===== src/rtl/xrg_pkg.sv =====
package xrg_pkg;

    localparam int unsigned WordW = 64;

    localparam logic [WordW-1:0] GoldenStep = 64'h9e3779b97f4a7c15;
    localparam logic [WordW-1:0] MixMulA    = 64'hbf58476d1ce4e5b9;
    localparam logic [WordW-1:0] MixMulB    = 64'h94d049bb133111eb;

    typedef enum logic [1:0] {
        CMD_RAW    = 2'd0,
        CMD_BOUND  = 2'd1,
        CMD_RESEED = 2'd2,
        CMD_NONE   = 2'd3
    } t_cmd;

    // datapath operations issued by the controller
    typedef enum logic [3:0] {
        OP_IDLE,
        OP_LOAD,
        OP_DRAW,
        OP_DIV_START,
        OP_DIV_STEP,
        OP_MUL_CUT,
        OP_MOD_START,
        OP_SEED_INIT,
        OP_MIX_ADD,
        OP_MIX_A,
        OP_MIX_B,
        OP_MIX_STORE
    } t_op;

    typedef struct packed {
        t_op        op;
        logic [1:0] slot;
    } t_ctrl;

    typedef struct packed {
        logic div_done;
        logic small_n;
        logic below_cut;
        logic mul_done;
    } t_stat;

    localparam logic [WordW-1:0] AllOnes = '1;

endpackage


===== src/rtl/xoshiro256ss_random_generator_top.sv =====
// xoshiro256** generator. Input word: command 0 raw draw, 1 draw below range_limit,
// 2 reseed from the seed register (no result), 3 ignored. One word is worked at a time.
// The 64-bit seed register sits at APB addresses 0 to 7 (paddr[3] low). A raw draw's word
// passes the draw state and the controller's result flag into the output register before
// it is offered. A bounded draw runs the cutoff division, the cutoff product, draws until
// one lies below the cutoff (rejected ones are drawn again) and the modulo, all on one
// shared bit-serial divider and one 32x32 multiplier; a limit of 0 or 1 answers 0.
// Reseed and the reset expansion fill the four state words from the seed. The output
// register lets the next input word be accepted while a result waits; a second finished
// result holds off input until that register frees.
module xoshiro256ss_random_generator_top (
    input  logic        i_clk,
    input  logic        i_rst_n,
    input  logic        s_axis_tvalid,
    output logic        s_axis_tready,
    input  logic [71:0] s_axis_tdata,   // [1:0] command, [65:2] range_limit, zero pad
    output logic        m_axis_tvalid,
    input  logic        m_axis_tready,
    output logic [63:0] m_axis_tdata,   // [63:0] random_value
    input  logic        psel,
    input  logic        penable,
    input  logic        pwrite,
    input  logic [3:0]  paddr,
    input  logic [63:0] pwdata,
    output logic [63:0] prdata,
    output logic        pready
);
    logic [63:0] r_seed, r_out;
    logic        r_out_valid;
    xrg_pkg::t_ctrl ctrl;
    xrg_pkg::t_stat stat;
    logic [63:0] draw_w, rem_w, result_w;
    logic sel_rem, out_valid, in_ready, slot_free;

    assign pready = 1'b1;
    always_ff @(posedge i_clk) begin
        if (!i_rst_n) begin
            r_seed <= '0;
        end else if (psel && penable && pwrite && !paddr[3]) begin
            r_seed <= pwdata;
        end
    end
    assign prdata = paddr[3] ? 64'd0 : r_seed;

    assign slot_free = !r_out_valid || m_axis_tready;

    xrg_control u_ctl (
        .i_clk, .i_rst_n,
        .i_in_valid (s_axis_tvalid),
        .i_cmd      (s_axis_tdata[1:0]),
        .o_in_ready (in_ready),
        .o_out_valid(out_valid),
        .i_out_ready(slot_free),
        .o_sel_rem  (sel_rem),
        .i_stat     (stat),
        .o_ctrl     (ctrl)
    );

    xrg_datapath u_dp (
        .i_clk, .i_rst_n,
        .i_ctrl (ctrl),
        .i_limit(s_axis_tdata[65:2]),
        .i_seed (r_seed),
        .o_stat (stat),
        .o_draw (draw_w),
        .o_rem  (rem_w)
    );

    // small limit answers zero whatever the remainder register holds
    assign result_w = sel_rem ? (stat.small_n ? 64'd0 : rem_w) : draw_w;

    // move the finished word out so the datapath can take the next one
    always_ff @(posedge i_clk) begin
        if (!i_rst_n) begin
            r_out_valid <= 1'b0;
        end else if (out_valid && slot_free) begin
            r_out       <= result_w;
            r_out_valid <= 1'b1;
        end else if (m_axis_tready) begin
            r_out_valid <= 1'b0;
        end
    end

    assign s_axis_tready = in_ready;
    assign m_axis_tvalid = r_out_valid;
    assign m_axis_tdata  = r_out;
endmodule


===== src/rtl/xrg_datapath.sv =====
module xrg_datapath (
    input  logic                       i_clk,
    input  logic                       i_rst_n,
    input  xrg_pkg::t_ctrl             i_ctrl,
    input  logic [xrg_pkg::WordW-1:0]  i_limit,
    input  logic [xrg_pkg::WordW-1:0]  i_seed,
    output xrg_pkg::t_stat             o_stat,
    output logic [xrg_pkg::WordW-1:0]  o_draw,
    output logic [xrg_pkg::WordW-1:0]  o_rem
);
    localparam int W = xrg_pkg::WordW;

    logic [W-1:0] r_s0, r_s1, r_s2, r_s3;
    logic [W-1:0] r_n;
    logic [W-1:0] r_v;
    // shared restoring divider: quotient/dividend in r_q, remainder in r_r
    logic [W-1:0] r_q, r_r;
    logic [6:0]   r_cnt;
    logic [W-1:0] r_cut;
    logic [W-1:0] r_ctr, r_z;
    // 64x64 low product built from three 32x32 partial products, one per phase
    logic [1:0]   r_mph;
    logic [W-1:0] r_acc;
    logic         r_div_busy;

    logic [W-1:0] s1x5, rot, res9, t17;
    logic [W:0]   trial;
    logic [W-1:0] mul_a, mul_b, pp;
    logic [31:0]  pa, pb;

    assign s1x5 = (r_s1 << 2) + r_s1;
    assign rot  = {s1x5[W-8:0], s1x5[W-1:W-7]};
    assign res9 = (rot << 3) + rot;
    assign t17  = r_s1 << 17;
    assign trial = {r_r, r_q[W-1]} - {1'b0, r_n};

    always_comb begin
        mul_a = r_z;
        mul_b = xrg_pkg::MixMulA;
        if (i_ctrl.op == xrg_pkg::OP_MUL_CUT) begin
            mul_a = r_q;
            mul_b = r_n;
        end else if (i_ctrl.op == xrg_pkg::OP_MIX_B) begin
            mul_b = xrg_pkg::MixMulB;
        end
        unique case (r_mph)
            2'd0:    begin pa = mul_a[31:0];  pb = mul_b[31:0];  end
            2'd1:    begin pa = mul_a[63:32]; pb = mul_b[31:0];  end
            default: begin pa = mul_a[31:0];  pb = mul_b[63:32]; end
        endcase
        pp = W'(pa) * W'(pb);
    end

    always_ff @(posedge i_clk) begin
        if (!i_rst_n) begin
            r_cnt <= '0;
            r_mph <= '0;
            r_div_busy <= 1'b0;
        end else begin
            unique case (i_ctrl.op)
                xrg_pkg::OP_LOAD: begin
                    r_n <= i_limit;
                    r_mph <= '0;
                end
                xrg_pkg::OP_DRAW: begin
                    r_v  <= res9;
                    r_s2 <= r_s2 ^ r_s0 ^ t17;
                    r_s3 <= {(r_s3 ^ r_s1) << 45} | ((r_s3 ^ r_s1) >> 19);
                    r_s1 <= r_s1 ^ r_s2 ^ r_s0;
                    r_s0 <= r_s0 ^ r_s3 ^ r_s1;
                    r_mph <= '0;
                end
                xrg_pkg::OP_DIV_START: begin
                    r_q <= xrg_pkg::AllOnes;
                    r_r <= '0;
                    r_cnt <= 7'd64;
                end
                xrg_pkg::OP_MOD_START: begin
                    r_q <= r_v;
                    r_r <= '0;
                    r_cnt <= 7'd64;
                end
                xrg_pkg::OP_DIV_STEP: begin
                    if (r_cnt != '0) begin
                        r_cnt <= r_cnt - 7'd1;
                        if (!trial[W]) begin
                            r_r <= trial[W-1:0];
                            r_q <= {r_q[W-2:0], 1'b1};
                        end else begin
                            r_r <= {r_r[W-2:0], r_q[W-1]};
                            r_q <= {r_q[W-2:0], 1'b0};
                        end
                    end
                end
                xrg_pkg::OP_MUL_CUT, xrg_pkg::OP_MIX_A, xrg_pkg::OP_MIX_B: begin
                    if (r_mph == 2'd0) begin
                        r_acc <= pp;
                        r_mph <= 2'd1;
                    end else if (r_mph == 2'd1) begin
                        r_acc <= r_acc + {pp[31:0], 32'd0};
                        r_mph <= 2'd2;
                    end else if (r_mph == 2'd2) begin
                        r_mph <= 2'd3;
                        if (i_ctrl.op == xrg_pkg::OP_MUL_CUT)
                            r_cut <= r_acc + {pp[31:0], 32'd0};
                        else if (i_ctrl.op == xrg_pkg::OP_MIX_A)
                            r_z <= (r_acc + {pp[31:0], 32'd0})
                                 ^ ((r_acc + {pp[31:0], 32'd0}) >> 27);
                        else
                            r_z <= (r_acc + {pp[31:0], 32'd0})
                                 ^ ((r_acc + {pp[31:0], 32'd0}) >> 31);
                    end else begin
                        r_mph <= 2'd0;
                    end
                end
                xrg_pkg::OP_SEED_INIT: r_ctr <= i_seed;
                xrg_pkg::OP_MIX_ADD: begin
                    r_ctr <= r_ctr + xrg_pkg::GoldenStep;
                    r_z <= (r_ctr + xrg_pkg::GoldenStep)
                         ^ ((r_ctr + xrg_pkg::GoldenStep) >> 30);
                    r_mph <= '0;
                end
                xrg_pkg::OP_MIX_STORE: begin
                    r_mph <= '0;
                    unique case (i_ctrl.slot)
                        2'd0: r_s0 <= r_z;
                        2'd1: r_s1 <= r_z;
                        2'd2: r_s2 <= r_z;
                        default: r_s3 <= r_z;
                    endcase
                end
                default: ;
            endcase
            r_div_busy <= (r_cnt != '0);
        end
    end

    assign o_stat.div_done  = (r_cnt == '0);
    assign o_stat.small_n   = (r_n < W'(2));
    assign o_stat.below_cut = (r_v < r_cut);
    assign o_stat.mul_done  = (r_mph == 2'd3);
    assign o_draw = r_v;
    assign o_rem  = r_r;

    a_rem_lt_n: assert property (@(posedge i_clk) disable iff (!i_rst_n)
        (r_div_busy && r_cnt == '0) |-> (r_r < r_n))
        else $error("remainder not below limit");
    a_cnt_dec: assert property (@(posedge i_clk) disable iff (!i_rst_n)
        (r_cnt != '0 && i_ctrl.op == xrg_pkg::OP_DIV_STEP) |=> (r_cnt == $past(r_cnt) - 7'd1))
        else $error("divider count skipped");
    a_mph_range: assert property (@(posedge i_clk) disable iff (!i_rst_n)
        (r_mph == 2'd3) |=> (r_mph == 2'd0 || i_ctrl.op == xrg_pkg::OP_IDLE
                             || $past(i_ctrl.op) == xrg_pkg::OP_IDLE))
        else $error("multiplier phase stuck");
endmodule


===== src/rtl/xrg_control.sv =====
module xrg_control (
    input  logic                      i_clk,
    input  logic                      i_rst_n,
    input  logic                      i_in_valid,
    input  logic [1:0]                i_cmd,
    output logic                      o_in_ready,
    output logic                      o_out_valid,
    input  logic                      i_out_ready,
    output logic                      o_sel_rem,
    input  xrg_pkg::t_stat            i_stat,
    output xrg_pkg::t_ctrl            o_ctrl
);
    typedef enum logic [3:0] {
        S_RESET, S_IDLE, S_RAW, S_BLOAD, S_DIV, S_MULCUT, S_BDRAW, S_BCHK,
        S_MOD, S_MODRUN, S_MADD, S_MA, S_MB, S_MST
    } t_state;

    t_state     r_state;
    logic [1:0] r_slot;
    logic       r_out_valid, r_sel_rem, r_first;

    assign o_in_ready  = (r_state == S_IDLE) && !r_out_valid;
    assign o_out_valid = r_out_valid;
    assign o_sel_rem   = r_sel_rem;

    always_comb begin
        o_ctrl.slot = r_slot;
        o_ctrl.op = xrg_pkg::OP_IDLE;
        unique case (r_state)
            S_RESET:  o_ctrl.op = xrg_pkg::OP_SEED_INIT;
            S_IDLE:   if (i_in_valid && o_in_ready) o_ctrl.op =
                          (xrg_pkg::t_cmd'(i_cmd) == xrg_pkg::CMD_RESEED)
                          ? xrg_pkg::OP_SEED_INIT : xrg_pkg::OP_LOAD;
            S_RAW:    o_ctrl.op = xrg_pkg::OP_DRAW;
            S_BLOAD:  o_ctrl.op = xrg_pkg::OP_DIV_START;
            S_DIV:    o_ctrl.op = xrg_pkg::OP_DIV_STEP;
            S_MULCUT: o_ctrl.op = xrg_pkg::OP_MUL_CUT;
            S_BDRAW:  o_ctrl.op = xrg_pkg::OP_DRAW;
            S_BCHK:   o_ctrl.op = xrg_pkg::OP_IDLE;
            S_MOD:    o_ctrl.op = xrg_pkg::OP_MOD_START;
            S_MODRUN: o_ctrl.op = xrg_pkg::OP_DIV_STEP;
            S_MADD:   o_ctrl.op = xrg_pkg::OP_MIX_ADD;
            S_MA:     o_ctrl.op = xrg_pkg::OP_MIX_A;
            S_MB:     o_ctrl.op = xrg_pkg::OP_MIX_B;
            S_MST:    o_ctrl.op = xrg_pkg::OP_MIX_STORE;
            default:  o_ctrl.op = xrg_pkg::OP_IDLE;
        endcase
    end

    always_ff @(posedge i_clk) begin
        if (!i_rst_n) begin
            r_state     <= S_RESET;
            r_slot      <= '0;
            r_out_valid <= 1'b0;
            r_sel_rem   <= 1'b0;
            r_first     <= 1'b0;
        end else begin
            if (r_out_valid && i_out_ready) r_out_valid <= 1'b0;
            unique case (r_state)
                S_RESET: begin
                    r_slot <= '0;
                    r_state <= S_MADD;
                end
                S_IDLE: if (i_in_valid && o_in_ready) begin
                    unique case (xrg_pkg::t_cmd'(i_cmd))
                        xrg_pkg::CMD_RAW:    r_state <= S_RAW;
                        xrg_pkg::CMD_BOUND:  r_state <= S_BLOAD;
                        xrg_pkg::CMD_RESEED: begin
                            r_slot <= '0;
                            r_state <= S_MADD;
                        end
                        default: r_state <= S_IDLE;
                    endcase
                end
                S_RAW: begin
                    r_sel_rem <= 1'b0;
                    r_out_valid <= 1'b1;
                    r_state <= S_IDLE;
                end
                S_BLOAD: begin
                    if (i_stat.small_n) begin
                        // zero limit or one: answer zero, leave state
                        r_sel_rem <= 1'b1;
                        r_out_valid <= 1'b1;
                        r_state <= S_IDLE;
                    end else begin
                        r_first <= 1'b1;
                        r_state <= S_DIV;
                    end
                end
                S_DIV: if (i_stat.div_done && !r_first) r_state <= S_MULCUT;
                       else r_first <= 1'b0;
                S_MULCUT: if (i_stat.mul_done) r_state <= S_BDRAW;
                S_BDRAW:  r_state <= S_BCHK;
                S_BCHK:   r_state <= i_stat.below_cut ? S_MOD : S_BDRAW;
                S_MOD: begin
                    r_first <= 1'b1;
                    r_state <= S_MODRUN;
                end
                S_MODRUN: if (i_stat.div_done && !r_first) begin
                    r_sel_rem <= 1'b1;
                    r_out_valid <= 1'b1;
                    r_state <= S_IDLE;
                end else r_first <= 1'b0;
                S_MADD: r_state <= S_MA;
                S_MA:   if (i_stat.mul_done) r_state <= S_MB;
                S_MB:   if (i_stat.mul_done) r_state <= S_MST;
                S_MST: begin
                    r_slot <= r_slot + 2'd1;
                    r_state <= (r_slot == 2'd3) ? S_IDLE : S_MADD;
                end
                default: r_state <= S_IDLE;
            endcase
        end
    end

    a_no_accept_busy: assert property (@(posedge i_clk) disable iff (!i_rst_n)
        o_in_ready |-> (r_state == S_IDLE && !r_out_valid))
        else $error("accept while busy");
    a_out_hold: assert property (@(posedge i_clk) disable iff (!i_rst_n)
        (r_out_valid && !i_out_ready) |=> r_out_valid)
        else $error("result dropped");
    a_reject_loop: assert property (@(posedge i_clk) disable iff (!i_rst_n)
        (r_state == S_BCHK && !i_stat.below_cut) |=> (r_state == S_BDRAW))
        else $error("rejected draw not retried");
endmodule


===== config.mk =====
export PLATFORM = sky130hd
export DESIGN_NAME = xoshiro256ss_random_generator_top
export DESIGN_NICKNAME = d
export VERILOG_FILES = /design/src/rtl/xrg_pkg.sv /design/src/rtl/xoshiro256ss_random_generator_top.sv /design/src/rtl/xrg_datapath.sv /design/src/rtl/xrg_control.sv
export SDC_FILE = /design/constraint.sdc
export NUM_CORES = 2
export LEC_CHECK = 0
export BUFFER_PORTS_ARGS = -buffer_cell sky130_fd_sc_hd__buf_2
export CAP_MARGIN = 20
export CORE_ASPECT_RATIO = 0.8
export CORE_MARGIN = 3
export CORE_UTILIZATION = 50
export CTS_CLUSTER_SIZE = 14
export DETAILED_ROUTE_END_ITERATION = 7
export HOLD_SLACK_MARGIN = 0.1
export PLACE_DENSITY = 0.63
export SYNTH_ARGS = -nofsm -noshare
export SYNTH_HDL_FRONTEND = slang
export SYNTH_SLANG_ARGS = --single-unit

===== constraint.sdc =====
create_clock -name i_clk -period 11.7 [get_ports i_clk]
set_input_delay 1.17 -clock i_clk [delete_from_list [all_inputs] [get_ports i_clk]]
set_output_delay 1.17 -clock i_clk [all_outputs]
set_load 0.03 [all_outputs]

; Yosys cells after proc, flatten, opt, wreduce, memory -nomap -nowiden
; Cells that the tools add are included.
[classes]
addsub = 7
n_mul = 1
order_cmp = 2
eq_ne = 51
muxes = 66
bitwise_logic = 13
n_reduce_logical = 54
[op_table]
columns = operator, n
row1 = two-way mux 64 bit, 19
row2 = case mux 64 bit (2 select lines), 7
row3 = XOR 64 bit, 7
row4 = adder 64 bit, 3
row5 = case mux 64 bit (3 select lines), 1
row6 = subtractor 65 x 64 -> 65 bit, 1
row7 = adder 64 bit (second input constant), 1
row8 = less-than comparator 64 x 2 -> 1 bit (second input constant), 1
row9 = less-than comparator 64 bit, 1
row10 = multiplier 32 x 32 -> 64 bit, 1
row11 = two-way mux 32 bit, 2
row12 = OR 64 x 45 -> 64 bit, 1
row13 = XOR 64 x 33 -> 64 bit, 1
row14 = XOR 64 x 34 -> 64 bit, 1
row15 = XOR 64 x 37 -> 64 bit, 1
row16 = two-way mux 62 bit, 1
row17 = case mux 4 bit (13 select lines), 1
row18 = case mux 4 bit (11 select lines), 1
row19 = equality test 4 bit (second input constant), 10
row20 = two-way mux 4 bit, 9
row21 = equality test 4 x 3 -> 1 bit (second input constant), 8
row22 = AND reduction 3 bit, 10
row23 = != test 2 bit (second input constant), 12
row24 = AND reduction 6 bit, 3
row25 = other kinds (30), 91
[totals]
reg_bits = 915
in_bits = 147
out_inout_bits = 131
wordCells = 216

; Depth between registers and ports, before layout
[logic_depth]
word_depth = 18
depth_mapped = 46
ltp_nobuf = 41

; By module
; Synthesis repeated with hierarchy kept, for this count alone.
[hier_totals]
cells_unflattened = 9293
area_unflattened_um2 = 88143.3
[by_module_without_submodules]
columns = module, instances, cells_each, area_each_um2, seq_area_each_um2
row1 = xrg_datapath, 1, 8678, 81652.1, 23242.3
row2 = xoshiro256ss_random_generator_top, 1, 503, 5672.9, 3223.1
row3 = xrg_control, 1, 112, 818.3, 180.2

; Least setup slack after synthesis
; OpenSTA, ideal clock, no wires.
[synth_path]
path_kind = register -> register
startpoint = reg u_dp.r_mph[1]
endpoint = reg u_dp.r_z[36], data pin
setup_time_ns = 0.259
arrival_time_ns = 10.239
required_time_ns = 11.441
slack_ns = 1.202
path_stages_with_launch = 41
path_buffers = 5
period_less_slack_ns = 10.498
cell_sequence = dfxtp_1 > inv_1 > ha_1 > clkbuf_1 > or2_2 > clkbuf_1 > nand2_1 > o21ai_0 > a21o_1 > clkbuf_1 > buf_1 > nor2_1 > fa_1 > fa_1 > fa_1 > inv_1 > fa_1 > inv_1 > [... 5 more ...] > fa_1 > ha_1 > clkbuf_1 > a21o_1 > a221o_1 > o21ai_0 > a21oi_1 > nor2_1 > xnor2_1 > ha_1 > nor2b_1 > or4_1 > o21ai_1 > o21a_1 > o21ai_1 > xor3_1 > nor3b_1 > o31a_1
[synth_via]
elab_chain_cells = 12
word_cells_on_any_way = 15
classes_between = add/sub (1) / mul (1) / eq/ne (1) / mux (8) / bitwise (2) / reduce/logical (2)
[synth_rtl]
columns = element, line
row1 = from (decl), xrg_datapath.sv:22  ; logic [1:0] r_mph;
row2 = from (signal assigned), xrg_datapath.sv:57  ; r_mph <= '0;
row3 = from (signal assigned), xrg_datapath.sv:63  ; r_mph <= '0;
row4 = from (signal assigned), xrg_datapath.sv:71  ; r_mph <= '0;
row5 = equality test 2 x 1 -> 1 bit or logical NOT 2 bit (tied branches), xrg_datapath.sv:46  ; unique case (r_mph)
row6 = OR reduction 2 bit (no source line), -
row7 = two-way mux 32 bit, xrg_datapath.sv:46
row8 = multiplier 32 x 32 -> 64 bit *, xrg_datapath.sv:51  ; pp = W'(pa) * W'(pb);
row9 = adder 64 bit *, "xrg_datapath.sv:107, xrg_datapath.sv:108, xrg_datapath.sv:110"
row10 = XOR 64 x 33 -> 64 bit or XOR 64 x 37 -> 64 bit (tied branches), "xrg_datapath.sv:111, xrg_datapath.sv:108"
row11 = two-way mux 64 bit *, xrg_datapath.sv:106  ; else if (i_ctrl.op == xrg_pkg::OP_MIX_A)
row12 = two-way mux 64 bit *, xrg_datapath.sv:104  ; if (i_ctrl.op == xrg_pkg::OP_MUL_CUT)
row13 = two-way mux 64 bit *, xrg_datapath.sv:102  ; end else if (r_mph == 2'd2) begin
row14 = two-way mux 64 bit *, xrg_datapath.sv:99  ; end else if (r_mph == 2'd1) begin
row15 = two-way mux 64 bit *, xrg_datapath.sv:96  ; if (r_mph == 2'd0) begin
row16 = case mux 64 bit (2 select lines) *, xrg_datapath.sv:60  ; unique case (i_ctrl.op)
row17 = to (signal assigned), xrg_datapath.sv:107  ; r_z <= (r_acc + {pp[31:0], 32'd0})
row18 = to (signal assigned), xrg_datapath.sv:110  ; r_z <= (r_acc + {pp[31:0], 32'd0})
row19 = to (signal assigned), xrg_datapath.sv:119  ; r_z <= (r_ctr + xrg_pkg::GoldenStep)
row20 = to (decl), xrg_datapath.sv:20  ; logic [W-1:0] r_ctr, r_z;
; Mark *: on every way between the ends. The rest lies on a longest branch, timed or not. The select of a mux whose other input is x is not followed.
; A chain may end at the register's enable or synchronous reset.

; Final worst setup path
[layout_path]
startpoint = reg u_ctl.r_state[2]
endpoint = reg u_dp.r_z[36], data pin
[layout_via]
elab_chain_cells = 18
word_cells_on_any_way = 39
classes_between = add/sub (1) / mul (1) / eq/ne (16) / mux (13) / bitwise (2) / reduce/logical (6)
[layout_rtl]
columns = element, line
row1 = from (decl), xrg_control.sv:18  ; t_state r_state;
row2 = from (signal assigned), xrg_control.sv:95  ; S_BCHK: r_state <= i_stat.below_cut ? S_MOD : S_BDRAW;
row3 = from (signal assigned), xrg_control.sv:110  ; r_state <= (r_slot == 2'd3) ? S_IDLE : S_MADD;
row4 = equality test 4 x 1 -> 1 bit, "xrg_control.sv:22, xrg_control.sv:29"
row5 = logical AND 1 bit, xrg_control.sv:22  ; assign o_in_ready = (r_state == S_IDLE) && !r_out_valid;
row6 = logical AND 1 bit, xrg_control.sv:31  ; S_IDLE: if (i_in_valid && o_in_ready) o_ctrl.op =
row7 = two-way mux 4 bit, xrg_control.sv:31
row8 = case mux 4 bit (11 select lines) *, xrg_control.sv:29  ; unique case (r_state)
row9 = equality test 4 bit, "xrg_datapath.sv:43, xrg_datapath.sv:60"
row10 = two-way mux 62 bit, xrg_datapath.sv:43  ; end else if (i_ctrl.op == xrg_pkg::OP_MIX_B) begin
row11 = two-way mux 64 bit, xrg_datapath.sv:40  ; if (i_ctrl.op == xrg_pkg::OP_MUL_CUT) begin
row12 = [... 2 more ...], -
row13 = adder 64 bit, "xrg_datapath.sv:107, xrg_datapath.sv:108, xrg_datapath.sv:110"
row14 = XOR 64 x 33 -> 64 bit or XOR 64 x 37 -> 64 bit (tied branches), "xrg_datapath.sv:111, xrg_datapath.sv:108"
row15 = two-way mux 64 bit, xrg_datapath.sv:106
row16 = two-way mux 64 bit, xrg_datapath.sv:104
row17 = two-way mux 64 bit, xrg_datapath.sv:102
row18 = two-way mux 64 bit, xrg_datapath.sv:99
row19 = two-way mux 64 bit, xrg_datapath.sv:96
row20 = case mux 64 bit (2 select lines) *, xrg_datapath.sv:60
; Marks and branches as above.

==> results.json <==
{
  "grt_max_degree": 124,
  "clock_skew_ps": 90.4,
  "maxCapViolCount": 0,
  "ctsLongestPathBuffers": 3,
  "fin_nets": 11101,
  "synthToLayoutAreaGrowth_pct": 8.74,
  "cp-end-kind": "flip-flop",
  "ys_ff_latch": 915,
  "final_cells": 11881,
  "dr_wl_met3_mm": 41.0,
  "clock_sinks": 915,
  "critPathLaunch": "u_ctl.r_state[2]",
  "core-area_sq_um": 175000,
  "tns_ps": 0,
  "async_reset_ff_frac": 0,
  "firstDrtPassIters": 7,
  "stdcell_area_sq_um": 95800,
  "synthMostInstantiatedCell": "nand2_1",
  "wl_per_cell_um": 26.9,
  "hp-class": "flip-flop to flip-flop",
  "drt-initial-drc-count": 8852,
  "layout-drive-gt1-share": 0.0803,
  "drt-met1-wl_mm": 137,
  "cts_tree": "yes",
  "syn_area_per_cell_sq_um": 9.39,
  "die_w_um": 475,
  "synth_top_cell_by_area": "edfxtp_1",
  "grt_antenna_before_repair": 23,
  "dpl_cell_area_sq_um": 92400,
  "die-area_sq_um": 181000,
  "fin_crit_ps": 11330,
  "syn_inst": 9378,
  "cpPeakStageDelay_ps": 570,
  "worstMarginPinSlew_ps": 1080,
  "synth-edff-count": 832,
  "worst_r2r_startpoint": "u_ctl.r_state[2]",
  "synth_cell_type_count": 101,
  "netlist_top_cells_area": "edfxtp_1 28%, fa_1 20%, ha_1 7.9%, nand2_1 6.6%, inv_1 4.7%",
  "h-tree-depth": 3,
  "slowest_stage": "fa_1",
  "clkTransAtPathRegs_ps": 70,
  "num_rows": 137,
  "wl_met2_mm": 130,
  "root_buffer": "clkbuf_16",
  "start_util": 0.504,
  "routed_wl_mm": 320,
  "maxSlewHeadroom": 0.280,
  "final_antenna_net_count": 0,
  "synth_nets": 10982,
  "path_class": "flip-flop to flip-flop",
  "drc_errors": 0,
  "syn_area_sq_um": 88100,
  "cp_data_arrival_time_ps": 11820,
  "place_congestion": 1.02,
  "whs_ps": 453,
  "cts_buffers": 100,
  "vias": 71358,
  "cp_max_fo": 28,
  "synth_warnings": 0,
  "crit_top_cell": "fa_1",
  "critical_path_buf_inv_count": 4,
  "slew_violations": 0,
  "ys_seq_area_frac": 0.303,
  "critPathTopFamily": "adder cells",
  "setup_viol": 0,
  "ios": 278,
  "rsz0062_at_grt": "false",
  "worst_ep_required_time_ps": 12180,
  "fmax_mhz": 88.2,
  "critical_path.startpoint_type": "flip-flop",
  "viasPerCell": 6.01,
  "gr-total-overflow": 0,
  "worstSkewPairLatency_ps": 810,
  "synth_common_cells": "1554 x nand2_1, 1104 x inv_1, 900 x fa_1",
  "top_layer": "met5",
  "die_y_um": 381,
  "hold_start": "u_dp.r_acc[19]",
  "outcome": "completed",
  "grt_pass1_wl_mm": 466,
  "yosysTopAreaCellShare": 0.284,
  "finalHoldViolations": 0,
  "grt_pass1_vias": 69361,
  "dp_cells": 11687,
  "grt_use_total": 0.350,
  "hpwl_mm": 256,
  "min_period_over_period": 0.969,
  "post_cts_buffers": 0,
  "port_buffers": 267,
  "synth-main-ff-cell": "edfxtp_1"
}
==> kinds of logic (layout without fill, tap and decap cells) <==
logic type | after synthesis | in the layout | synth area share
simple gates | 2880 | 2880 | 0.141
compound gates | 1780 | 1780 | 0.125
buf+inv | 1575 | 1778 | 0.0677
fa+ha+maj | 1457 | 1457 | 0.284
flops | 915 | 915 | 0.303
xor+xnor | 697 | 697 | 0.0700
mux | 73 | 73 | 0.0103
other cells | 1 | 8 | 0.0000426
==> layout by cell type (no fill, tap or decap), types with 28 or more instances in the layout <==
| master | count |
|---|---|
| a22oi_1 | 66 |
| o21ai_0 | 462 |
| clkbuf_1 | 28 |
| nor2b_1 | 132 |
| a31oi_1 | 56 |
| nand2_1 | 1552 |
| nor2_1 | 634 |
| nor4_1 | 30 |
| a21o_1 | 163 |
| o21bai_1 | 52 |
| o21ai_1 | 36 |
| inv_1 | 1103 |
| a21oi_1 | 538 |
| o2bb2ai_1 | 64 |
| fa_1 | 900 |
| o21a_1 | 74 |
| nor3_1 | 50 |
| nand3_1 | 116 |
| xor2_1 | 272 |
| buf_2 | 268 |
| mux2i_1 | 43 |
| and3_1 | 35 |
| edfxtp_1 | 832 |
| nand4_1 | 72 |
| ha_1 | 555 |
| clkbuf_16 | 100 |
| and2_1 | 104 |
| xnor2_1 | 419 |
| buf_4 | 213 |
| nand2b_1 | 47 |
| a211oi_1 | 40 |
| dfxtp_1 | 82 |
==> metal layers <==
metal | up-vias | track usage
met4 | 14 | 0.120
met3 | 487 | 0.110
met1 | 35572 | 0.517
met2 | 3892 | 0.482
met5 | - | 0
li1 | 31393 | -
==> worst reg2reg max path, delay by kind of cell (launching register included) <==
| family | cells | cell delay, ps |
|---|---|---|
| AO/OA/AOI/OAI | 13 | 3070 |
| AND/OR/NAND/NOR | 9 | 1950 |
| XOR/XNOR | 2 | 780 |
| flip-flops | 1 | 330 |
| adder cells (fa/ha/maj) | 10 | 4430 |
| buffers and inverters | 4 | 530 |
==> state kept, by name, summed over array words and instances, names as in the netlist, 4 cells and up <==
register / count
m_axis_tdata: 64
u_dp.r_s3: 64
u_dp.r_z: 64
u_dp.o_rem: 64
u_dp.r_q: 64
u_dp.r_s0: 64
u_dp.r_ctr: 64
u_ctl.r_state: 4
u_dp.r_s1: 64
u_dp.o_draw: 64
u_dp.r_n: 64
u_dp.r_acc: 64
u_dp.r_cnt: 7
u_dp.r_cut: 64
r_seed: 64
u_dp.r_s2: 64
==> layout make-up <==
type / instances / area (sq um)
Inverter: 1106 / 4150
Clock inverter: 53 / 589
Sequential cell: 915 / 26600
Fill cell: 15832 / 78900
Clock buffer: 133 / 2680
Multi-Input combinational cell: 6888 / 55800
Timing Repair Buffer: 486 / 3030
Tap cell: 2293 / 2870
Antenna cell: 7 / 17.5
==> final timing paths <==
kind	to	slack [ps]	cells after the start
setup / recovery	u_dp.r_z[36]	370	38
hold / removal	u_dp.r_cut[19]	450	0
setup reg to reg	u_dp.r_z[36]	370	38
hold reg to reg	u_dp.r_cut[19]	450	0
==> metrics by stage <==
stage / utilization / worst slack [ps]
final: 0.548 / 368
after global placement: 0.529 / 702
after detailed placement: 0.529 / 552
after CTS: 0.548 / 444
after floorplan: - / 1200
after global routing: 0.548 / 33.4
==> what timing repair did <==
item	in CTS	in global routing
hold buffers	0	0
setup endpoints to repair	0	5
gates resized for setup	0	5
Power is not shown: default switching activity piles up to over one toggle a cycle in this logic, so the estimate is an artifact.
